$ cat src/gle_pkg.sv
// Shared constants, types and helper functions of the LZW code emitter.
package gle_pkg;

    localparam int MAX_CODES    = 4096;
    localparam int MAX_SYMBOLS  = 256;
    localparam int CODE_W       = $clog2(MAX_CODES);
    localparam int SYM_W        = $clog2(MAX_SYMBOLS);
    localparam int DICT_AW      = CODE_W + SYM_W;
    localparam int DICT_DEPTH   = MAX_CODES * MAX_SYMBOLS;
    localparam int CLEAR_LIMIT  = MAX_CODES - 2;
    localparam int WIDTH_W      = 4;
    localparam int CSIZE_W      = 4;
    localparam int STRIDE_W     = 9;
    localparam int CFG_DATA_W   = 9;
    localparam int CFG_IDX_W    = 1;
    localparam int MIN_CSIZE    = 1;
    localparam int MAX_CSIZE    = 8;
    localparam int EPOCH_W      = 8;
    localparam int EPOCH_MAX    = (1 << EPOCH_W) - 1;
    localparam int MAX_RESULTS  = 4;
    localparam int PEND_IDX_W   = $clog2(MAX_RESULTS);
    localparam int PEND_CNT_W   = $clog2(MAX_RESULTS + 1);
    localparam int QUEUE_DEPTH  = 2;
    localparam int QPTR_W       = $clog2(QUEUE_DEPTH);
    localparam int QCNT_W       = $clog2(QUEUE_DEPTH + 1);

    localparam logic [CFG_IDX_W-1:0] REG_CODE_SIZE    = CFG_IDX_W'(0);
    localparam logic [CFG_IDX_W-1:0] REG_SYMBOL_COUNT = CFG_IDX_W'(1);

    typedef struct packed {
        logic [CSIZE_W-1:0]  code_size;
        logic [STRIDE_W-1:0] symbol_count;
    } cfg_t;

    typedef struct packed {
        logic [SYM_W-1:0] symbol;
        logic             new_frame;
        logic             frame_end;
    } item_t;

    typedef struct packed {
        logic [CODE_W-1:0]  value;
        logic [WIDTH_W-1:0] width;
        logic               last;
    } code_t;

    typedef struct packed {
        logic [EPOCH_W-1:0] epoch;
        logic [CODE_W-1:0]  code;
    } entry_t;

    function automatic logic [WIDTH_W-1:0] bit_length(input logic [CODE_W-1:0] v);
        logic [WIDTH_W-1:0] n;
        n = '0;
        for (int i = 0; i < CODE_W; i++)
        begin
            if (v[i])
            begin
                n = WIDTH_W'(i + 1);
            end
        end
        return n;
    endfunction

endpackage

$ cat src/gle_front.sv
// Front end: input transaction acceptance, frame classification and item queue.
module gle_front
    import gle_pkg::*;
(
    input  logic             clk,
    input  logic             rst_n,
    input  logic             in_valid,
    output logic             in_stall,
    input  logic [SYM_W-1:0] symbol,
    input  logic             frame_start,
    input  logic             frame_end,
    output logic             q_valid,
    output item_t            q_item,
    input  logic             q_pop
);

    item_t               q_mem_reg [QUEUE_DEPTH];
    logic [QPTR_W-1:0]   wr_ptr_reg;
    logic [QPTR_W-1:0]   rd_ptr_reg;
    logic [QCNT_W-1:0]   count_reg;
    logic [QCNT_W-1:0]   count_next;
    logic                open_reg;
    logic                accept;
    logic                do_pop;
    item_t               push_item;

    assign in_stall = (count_reg == QCNT_W'(QUEUE_DEPTH));
    assign accept   = in_valid && !in_stall;
    assign q_valid  = (count_reg != '0);
    assign q_item   = q_mem_reg[rd_ptr_reg];
    assign do_pop   = q_pop && q_valid;

    always_comb
    begin
        push_item.symbol    = symbol;
        push_item.new_frame = frame_start || !open_reg;
        push_item.frame_end = frame_end;
    end

    always_comb
    begin
        count_next = count_reg;
        if (accept && !do_pop)
        begin
            count_next = count_reg + QCNT_W'(1);
        end
        else if (!accept && do_pop)
        begin
            count_next = count_reg - QCNT_W'(1);
        end
    end

    always_ff @(posedge clk)
    begin
        if (accept)
        begin
            q_mem_reg[wr_ptr_reg] <= push_item;
        end
    end

    always_ff @(posedge clk or negedge rst_n)
    begin
        if (!rst_n)
        begin
            wr_ptr_reg <= '0;
            rd_ptr_reg <= '0;
            count_reg  <= '0;
            open_reg   <= 1'b0;
        end
        else
        begin
            count_reg <= count_next;
            if (accept)
            begin
                wr_ptr_reg <= wr_ptr_reg + QPTR_W'(1);
                open_reg   <= !frame_end;
            end
            if (do_pop)
            begin
                rd_ptr_reg <= rd_ptr_reg + QPTR_W'(1);
            end
        end
    end

endmodule

$ cat config.mk
export PLATFORM = sky130hd
export DESIGN_NAME = gle_front
export DESIGN_NICKNAME = d
export VERILOG_FILES = /design/src/gle_pkg.sv /design/src/gle_front.sv
export SDC_FILE = /design/constraint.sdc
export NUM_CORES = 1
export LEC_CHECK = 0
export BUFFER_PORTS_ARGS = -buffer_cell sky130_fd_sc_hd__buf_2
export CELL_PAD_IN_SITES_DETAIL_PLACEMENT = 1
export CELL_PAD_IN_SITES_GLOBAL_PLACEMENT = 1
export CORE_ASPECT_RATIO = 0.6
export CORE_MARGIN = 2
export CORE_UTILIZATION = 44
export CTS_BUF_LIST = sky130_fd_sc_hd__clkbuf_8
export DETAILED_ROUTE_END_ITERATION = 8
export GPL_ROUTABILITY_DRIVEN = 1
export PLACE_DENSITY_LB_ADDON = 0.1
export SLEW_MARGIN = 20
export SYNTH_ARGS = -nofsm -noshare
export SYNTH_HDL_FRONTEND = slang
export SYNTH_SLANG_ARGS = --single-unit
$ cat constraint.sdc
create_clock -name clk -period 2.01 [get_ports clk]
set_input_delay 0.603 -clock clk [delete_from_list [all_inputs] [get_ports clk]]
set_output_delay 0.603 -clock clk [all_outputs]
set_load 0.01 [all_outputs]
# Word-level counts from Yosys, hierarchy flattened
# Memory sizes are Yosys's and may differ from the RTL's.
# Cells that the tools add are included.
# word_totals
register_bits,5
inputBits,14
n_memories,1
word_cells,26
mem_bits_rw,20
output_inout_bits,12
# mem_list
name,depth,word_bits,read_ports,rd_clocked_by_memory_dff,wr,line,text
q_mem_reg,2,10,1,0,1,gle_front.sv:17,item_t q_mem_reg [QUEUE_DEPTH];
# classes
muxes,4
n_addsub,4
n_eq_ne,1
n_reduce_logical,12
# op_table
operator,count
$logic_not A1 Y1,5
$logic_and A1 B1 Y1,4
$mux W2,2
$reduce_bool A2 Y1,2
$add A1 B1 Y1 const B,2
$add A2 B1 Y2 const B,1
$eq A2 B2 Y1 const B,1
$mux W1,2
$sub A2 B1 Y2 const B,1
$logic_or A1 B1 Y1,1

# Logic depth before layout (Yosys ltp)
# Gate-level depths: netlist (run 1).
# logic_depth
depth_word,7
ltp_mapped,7
depth_no_buf,7

# Least setup slack after synthesis (run 1)
# OpenSTA, ideal clock, no wires.
# synth_timing
path_type,input -> register
start,input port in_valid
end,"memory q_mem_reg[0][0] (netlist bit), enable pin"
path_buffers,0
path_slack_ps,531
path_stages,2
t_arrival_ps,1103
setup_ps,376
required_time_ps,1634
cell_sequence,nand2_4 > nor2_1
# synth_between
elab_chain_cells,3
# synth_lines
item,line,text
from (decl),gle_front.sv:7,"input logic in_valid,"
$logic_and A1 B1 Y1,gle_front.sv:28,assign accept = in_valid && !in_stall;
$mux W1,gle_front.sv:55,if (accept)
$mux W1 (not written as such),gle_front.sv:57,q_mem_reg[wr_ptr_reg] <= push_item;
to (decl),gle_front.sv:17,
# No other way between the ends.

==> parameters.txt, run 1 <==
Parameter                              Value

Place
  Dpl hpwl    1.10 mm
  Post-placement cell count    109
  Routability-driven placement congestion ratio    0.643
  Input/output buffers    25

Worst setup path
  Critical-path maximum fanout    11
  Slack of the worst reg-to-reg path    0.58 ns
  Worst Setup Path Type    reg -> out
  Cell type of the slowest stage on the worst timing path    sky130_fd_sc_hd__dfrtp_2
  R2r worst-path depth    7
  Chain of cells forming the critical path    mux2_2, buf_2
  Worst EP required    1.41 ns
  Worst Setup SP    rd_ptr_reg
  End of the worst register-to-register path    count_reg[1]
  Type of origin of the critical path    register
  Element type at the critical path end    output pin
  Last element of the critical path    q_item[8]
  Biggest cell delay along the critical path    0.52 ns
  Data arrival at the endpoint of the critical path    1.29 ns
  Launch point of the worst reg-to-reg path    count_reg[0]

Run
  Max Cap Viol    0

Min path
  Worst min-delay path class    in -> async

Clocking
  Number of H-tree levels    1
  CTS tree    done
  Post-CTS setup buffers    0
  CTS Hold Buffers Added    0
  Num CTS Buffers    3
  Clock tree buffer depth    2
  Clock transition at the registers of the reported paths    0.09 ns
  Number of clock sinks    25
  Clock Root Buffer    sky130_fd_sc_hd__clkbuf_8
  Resized cells post-CTS    1
  Clock latency reported for the late side of the worst-skew pair    0.27 ns

Logic synthesis
  Number of distinct library cells after synthesis    15
  FF+latch count, synth    25
  Count of yosys warnings during synthesis    0
  Mean cell area of the mapped netlist    18.3 um2
  Syn Nets    69
  Syn Std Cell Area    990 um2
  Sequential area share after synthesis    73.3%
  Number of cells produced by synthesis    54

Floorplan
  Ports    26
  Die width    65.2 um
  DIE AREA    2660 um2
  Area of the core    2150 um2
  Chip height    40.7 um
  Starting utilization of the core area    46.1%
  Number of standard-cell rows in the floorplan    13

Timing
  Post-layout min period    1.90 ns
  Setup TNS    0 ns
  Achievable Freq    528 MHz
  Final-report max-slew violation count    0
  Setup repair after global routing missed its margin    no
  Transition time at the pin with the least slew margin    0.261 ns
  Tcrit/Tclk final    94.3%
  Worst setup skew after layout    0.0105 ns
  Hold Vio Cnt, Final    0
  Final setup violation count    0
  Headroom to the max-slew limit    82.6%

Power and ir drop
  Power per cell area    1400 nW/um2
  Switching share of power    30.7%
  Internal power of the cells    1160 uW
  LEAKAGE    0.000492 uW
  Clock network power share    17.7%
  Highest ir drop seen on vdd    868 uV
  Share of power burned in combinational logic    33.0%
  Switch Pwr    516 uW
  Sequential cell fraction of total power    49.3%

Drt
  Count of routing violations after the opening detailed-route iteration    5
  Aggregate routed wire length    1.52 mm
  Total iterations of the first detailed-routing run    3
  Drc violations    0
  DR WL/cell    13.5 um
  Detailed-route vias per instance    4.53
  Via count    512
  Residual antenna-violating net count after detailed routing    0

Final layout
  Proportion of layout cells with a drive suffix above 1    55.4%
  Max FFs per register    20
  Final Instance Count excl. Fillers    113
  Layout overhead on the synthesized area    21.5%
  Final-stage net count    99
  Diode insertion count for antenna repair    0
  Layout fillers    225

Status
  Run status    finished, final reports clean

GRT
  Global-route wire length before repair    2.42 mm
  Overall track demand over capacity in global routing    13.5%
  Antenna violations before repair    0
  Vias in the first global route    501
  GRT Residual Overflow    0
  Largest net degree at the start of global routing    16
critical path, delay by kind of cell (launching register included):
| family | cells | cell delay, ns |
|---|---|---|
| DFF | 1 | 0.52 |
| buffers and inverters | 1 | 0.14 |
| muxes | 1 | 0.37 |
worst min-delay path by stage:
stage,startpoint,to,depth (start not counted)
final,rst_n,open_reg,1
after global routing,rst_n,open_reg,1
after CTS,rst_n,open_reg,1
after detailed placement,rst_n,rd_ptr_reg,1
after global placement,rst_n,rd_ptr_reg,1
after floorplan,rst_n,count_reg[0],0
logic make-up (layout without fill, tap and decap cells):
logic type,Yosys count,in the layout,share of synthesized area [%]
adder cells (fa/ha/maj),1,1,1.26
buffers and inverters,4,33,1.90
AND/OR/NAND/NOR,8,8,6.70
XOR/XNOR,5,5,4.43
flip-flops,25,25,73.3
multiplexers,11,11,12.4
synth_stat cells, drive strengths merged:
master  instances  share of area [%]
edfxtp         20                 61
mux2           10                 11
dfrtp           5                 13
inv             3                1.1
xnor2           3                2.7
nand2           2                2.3
nand2b          2                2.0
nor2            2               0.76
xor2            2                1.8
and3            1               0.76
buf             1               0.76
ha              1                1.3
mux2i           1                1.0
or2             1               0.89
metal layers:
layer	global-route usage [%]	up-vias	part of all wire, %
met1	16.6	246	46
met2	21.4	15	47
met4	6.25	0	0.86
met5	0	-	0
li1	-	249	-
met3	5.77	2	6.1
through the flow:
step | hold slack [ns] | util [%] | setup slack [ns] | power (uW) | area (um2)
finish | 0.129 | 56.0 | 0.115 | 1680 | 1200
global route | 0.115 | 56.0 | 0.0379 | 1800 | 1200
CTS | 0.126 | 56.0 | 0.0886 | 1710 | 1200
detailed placement | 0.427 | 53.7 | 0.259 | 1410 | 1150
global placement | 0.427 | 53.7 | 0.226 | 1400 | 1150
floorplan | 0.307 | - | 0.531 | 1220 | 990
layout by cell type (no fill, tap or decap):
cell / n
sky130_fd_sc_hd__clkinvlp_4: 1
sky130_fd_sc_hd__inv_1: 3
sky130_fd_sc_hd__dfrtp_1: 4
sky130_fd_sc_hd__buf_4: 1
sky130_fd_sc_hd__nor2_1: 2
sky130_fd_sc_hd__or2_4: 1
sky130_fd_sc_hd__mux2_2: 10
sky130_fd_sc_hd__clkbuf_8: 3
sky130_fd_sc_hd__xnor2_1: 3
sky130_fd_sc_hd__dfrtp_2: 1
sky130_fd_sc_hd__nand2b_1: 1
sky130_fd_sc_hd__xor2_1: 2
sky130_fd_sc_hd__and3_2: 1
sky130_fd_sc_hd__edfxtp_1: 20
sky130_fd_sc_hd__nand2b_4: 1
sky130_fd_sc_hd__nand2_4: 2
sky130_fd_sc_hd__buf_2: 25
sky130_fd_sc_hd__ha_1: 1
sky130_fd_sc_hd__mux2i_1: 1
power groups by stage:
stage,clock network (uW),logic [uW],registers (uW)
2_1_floorplan,0,437,786
3_5_place_dp,0,565,841
6_report,297,554,829
5_1_grt,328,623,851
4_1_cts,311,569,834
3_3_place_gp,0,559,841
area by class of cell:
class                   count  area, um2  area share (%)
inverters                   3       11.3           0.937
clock buffers               3       41.3            3.43
multi-input cells          25        245            20.4
flip-flops and latches     25        727            60.5
well taps                  30       37.5            3.12
repair buffers             26        133            11.0
clock inverters             1       7.51           0.624
Note: power is estimated with default switching activity, not from simulation.
==> run 2: changes to the inputs <==
- CORE_UTILIZATION: 44 -> 41
- CTS_BUF_LIST: sky130_fd_sc_hd__clkbuf_8 -> sky130_fd_sc_hd__clkbuf_4 sky130_fd_sc_hd__clkbuf_8 sky130_fd_sc_hd__clkbuf_16
==> run 2 against run 1 <==
  * Critical path depth stayed put
  * Routed wire length shrank 2.6%
  * Critical endpoint is now q_item[6]
  * Final area shrank 0.21%
  * Clock-buffer cell count is the same
  * Die area is 6.7% higher
  * Core utilization decreased by 2.2 points
  * Clock power decreased by 4%
  * Combinational power up 0.7%
  * Highest routed layer is now met3
  * Largest cell class unchanged
  * Via count is 1.6% lower
==> parameters.txt, run 2 (synthesis gave the netlist of run 1 again) <==
Parameter                              Value

Status
  Run status    finished, final reports clean

GRT
  Largest net degree at the start of global routing    15
  Global-route track usage on met2    20.0%
  Met1 track demand over resource    14.5%
  Vias in the first global route    539
  Global-route wire length before repair    2.42 mm
  GRT Max-Usage Layer    met2
  GR met3 Demand/Resource    4.84%
  Overall track demand over capacity in global routing    11.7%
  GRT Residual Overflow    0
  Antenna violations before repair    0

Place
  Input/output buffers    25
  Routability-driven placement congestion ratio    0.623
  Dpl hpwl    1.10 mm
  Placed cell areas    1150 um2

Worst setup path
  R2r worst-path depth    6
  Worst path depth    2
  Cell type of the slowest stage on the worst timing path    sky130_fd_sc_hd__dfrtp_2
  Worst EP required    1.41 ns
  Worst Setup Path Type    reg -> out
  Element type at the critical path end    output pin
  Biggest cell delay along the critical path    0.53 ns
  Number of buffer and inverter stages on the critical path    1
  Critical-path maximum fanout    11
  Data arrival at the endpoint of the critical path    1.30 ns
  Chain of cells forming the critical path    mux2_2, buf_2
  Type of origin of the critical path    register
  Kind of cell adding the most delay to the critical path    flip-flops

Final layout
  Max FFs per register    20
  Combined area of the multi-input logic cells    245 um2
  Total non-filler cell area in the finished layout    1200 um2
  Register Area    727 um2
  Commonest cells after routing, fill and taps aside    25 x sky130_fd_sc_hd__buf_2, 20 x sky130_fd_sc_hd__edfxtp_1, 10 x sky130_fd_sc_hd__mux2_2
  Proportion of layout cells with a drive suffix above 1    55.4%
  Layout overhead on the synthesized area    21.2%
  Final-stage net count    99
  Diode insertion count for antenna repair    0
  Most common cell after layout, fill and taps aside    sky130_fd_sc_hd__buf_2
  Layout fillers    222

Drt
  Aggregate routed wire length    1.48 mm
  Count of routing violations after the opening detailed-route iteration    25
  Total iterations of the first detailed-routing run    3
  Residual antenna-violating net count after detailed routing    0
  Via count    504
  Detailed-route vias per instance    4.46
  Drc violations    0
  DR WL/cell    13.1 um

Clocking
  Clock latency reported for the late side of the worst-skew pair    0.26 ns
  Number of clock sinks    25
  Clock transition at the registers of the reported paths    0.08 ns
  CTS tree    done
  Clock tree buffer depth    2
  Clock Root Buffer    sky130_fd_sc_hd__clkbuf_8
  Number of H-tree levels    1
  Post-CTS setup buffers    0
  Num CTS Buffers    3
  CTS Hold Buffers Added    0

Floorplan
  Die width    67.4 um
  Number of standard-cell rows in the floorplan    13
  Ports    26
  Chip height    42.1 um
  Area of the core    2230 um2
  Starting utilization of the core area    44.4%
  DIE AREA    2840 um2

Timing
  Worst Hold Margin    0.142 ns
  Headroom to the max-slew limit    82.6%
  Final-report max-slew violation count    0
  Tcrit/Tclk final    94.6%
  Achievable Freq    526 MHz
  Worst setup skew after layout    0.000855 ns
  Transition time at the pin with the least slew margin    0.261 ns
  Setup repair after global routing missed its margin    no
  Final setup violation count    0
  Setup TNS    0 ns
  Post-layout min period    1.90 ns
  Hold Vio Cnt, Final    0

Min path
  Worst min-delay path class    in -> async

Power and ir drop
  Power consumption    1670 uW
  Highest ir drop seen on vdd    570 uV
  Power per cell area    1390 nW/um2
  LEAKAGE    0.000496 uW

Run
  Max Cap Viol    0
## run 2: cell count changes in the layout (fill, tap and decap cells not counted), sizes merged
| cell | previous run | this run |
|---|---|---|
| clkinv | 0 | 1 |
| clkinvlp | 1 | 0 |
## run 2: final cells by class
cell class	instances	area share, %
Sequential cell	25	60.6
Multi-Input combinational cell	25	20.4
Timing Repair Buffer	26	11.1
Clock buffer	3	3.44
Tap cell	30	3.13
Inverter	3	0.938
Clock inverter	1	0.417
## run 2: worst paths after layout
| kind | start | to | slack, ns |
|---|---|---|---|
| setup / recovery | rd_ptr_reg | q_item[6] | 0.11 |
| hold / removal | rst_n | count_reg[1] | 0.14 |
| setup reg to reg | count_reg[0] | count_reg[1] | 0.59 |
| hold reg to reg | wr_ptr_reg | wr_ptr_reg | 0.50 |
| max in group asynchronous | rst_n | rd_ptr_reg | 1.72 |
| min in group clk | wr_ptr_reg | wr_ptr_reg | 0.50 |
## run 2: through the flow
step	utilization, %	setup slack, ns	instances
after floorplan	-	0.531	54
after global placement	51.7	0.246	109
after detailed placement	51.7	0.219	109
after CTS	53.8	0.0710	113
after global routing	53.8	0.0345	113
final	53.8	0.109	113
## run 2: power by group
part / internal (uW) / switching (uW)
sequential: 726 / 102
clock: 138 / 146
combinational: 297 / 261
total: 1160 / 509
## run 2: worst reg2reg max path: cells and delay by family (launching register included)
kind / cells / cell delay, ns
xor gates and xnor gates: 1 / 0.15
and+or+nand+nor: 3 / 0.41
DFF: 1 / 0.43
buffers and inverters: 1 / 0.05
adders and majority gates: 1 / 0.31
## run 2: what timing repair did
item / 4_1_cts / 5_1_grt
endpoints found under the setup margin: 10 / 0
hold endpoints to repair: 0 / 0
resized for setup: 1 / 0
## run 2: routing by layer
layer  wire, um  share of wire, %
met2        726                49
met4          0                 0
met3         55               3.7
met1        699                47
met5          0                 0
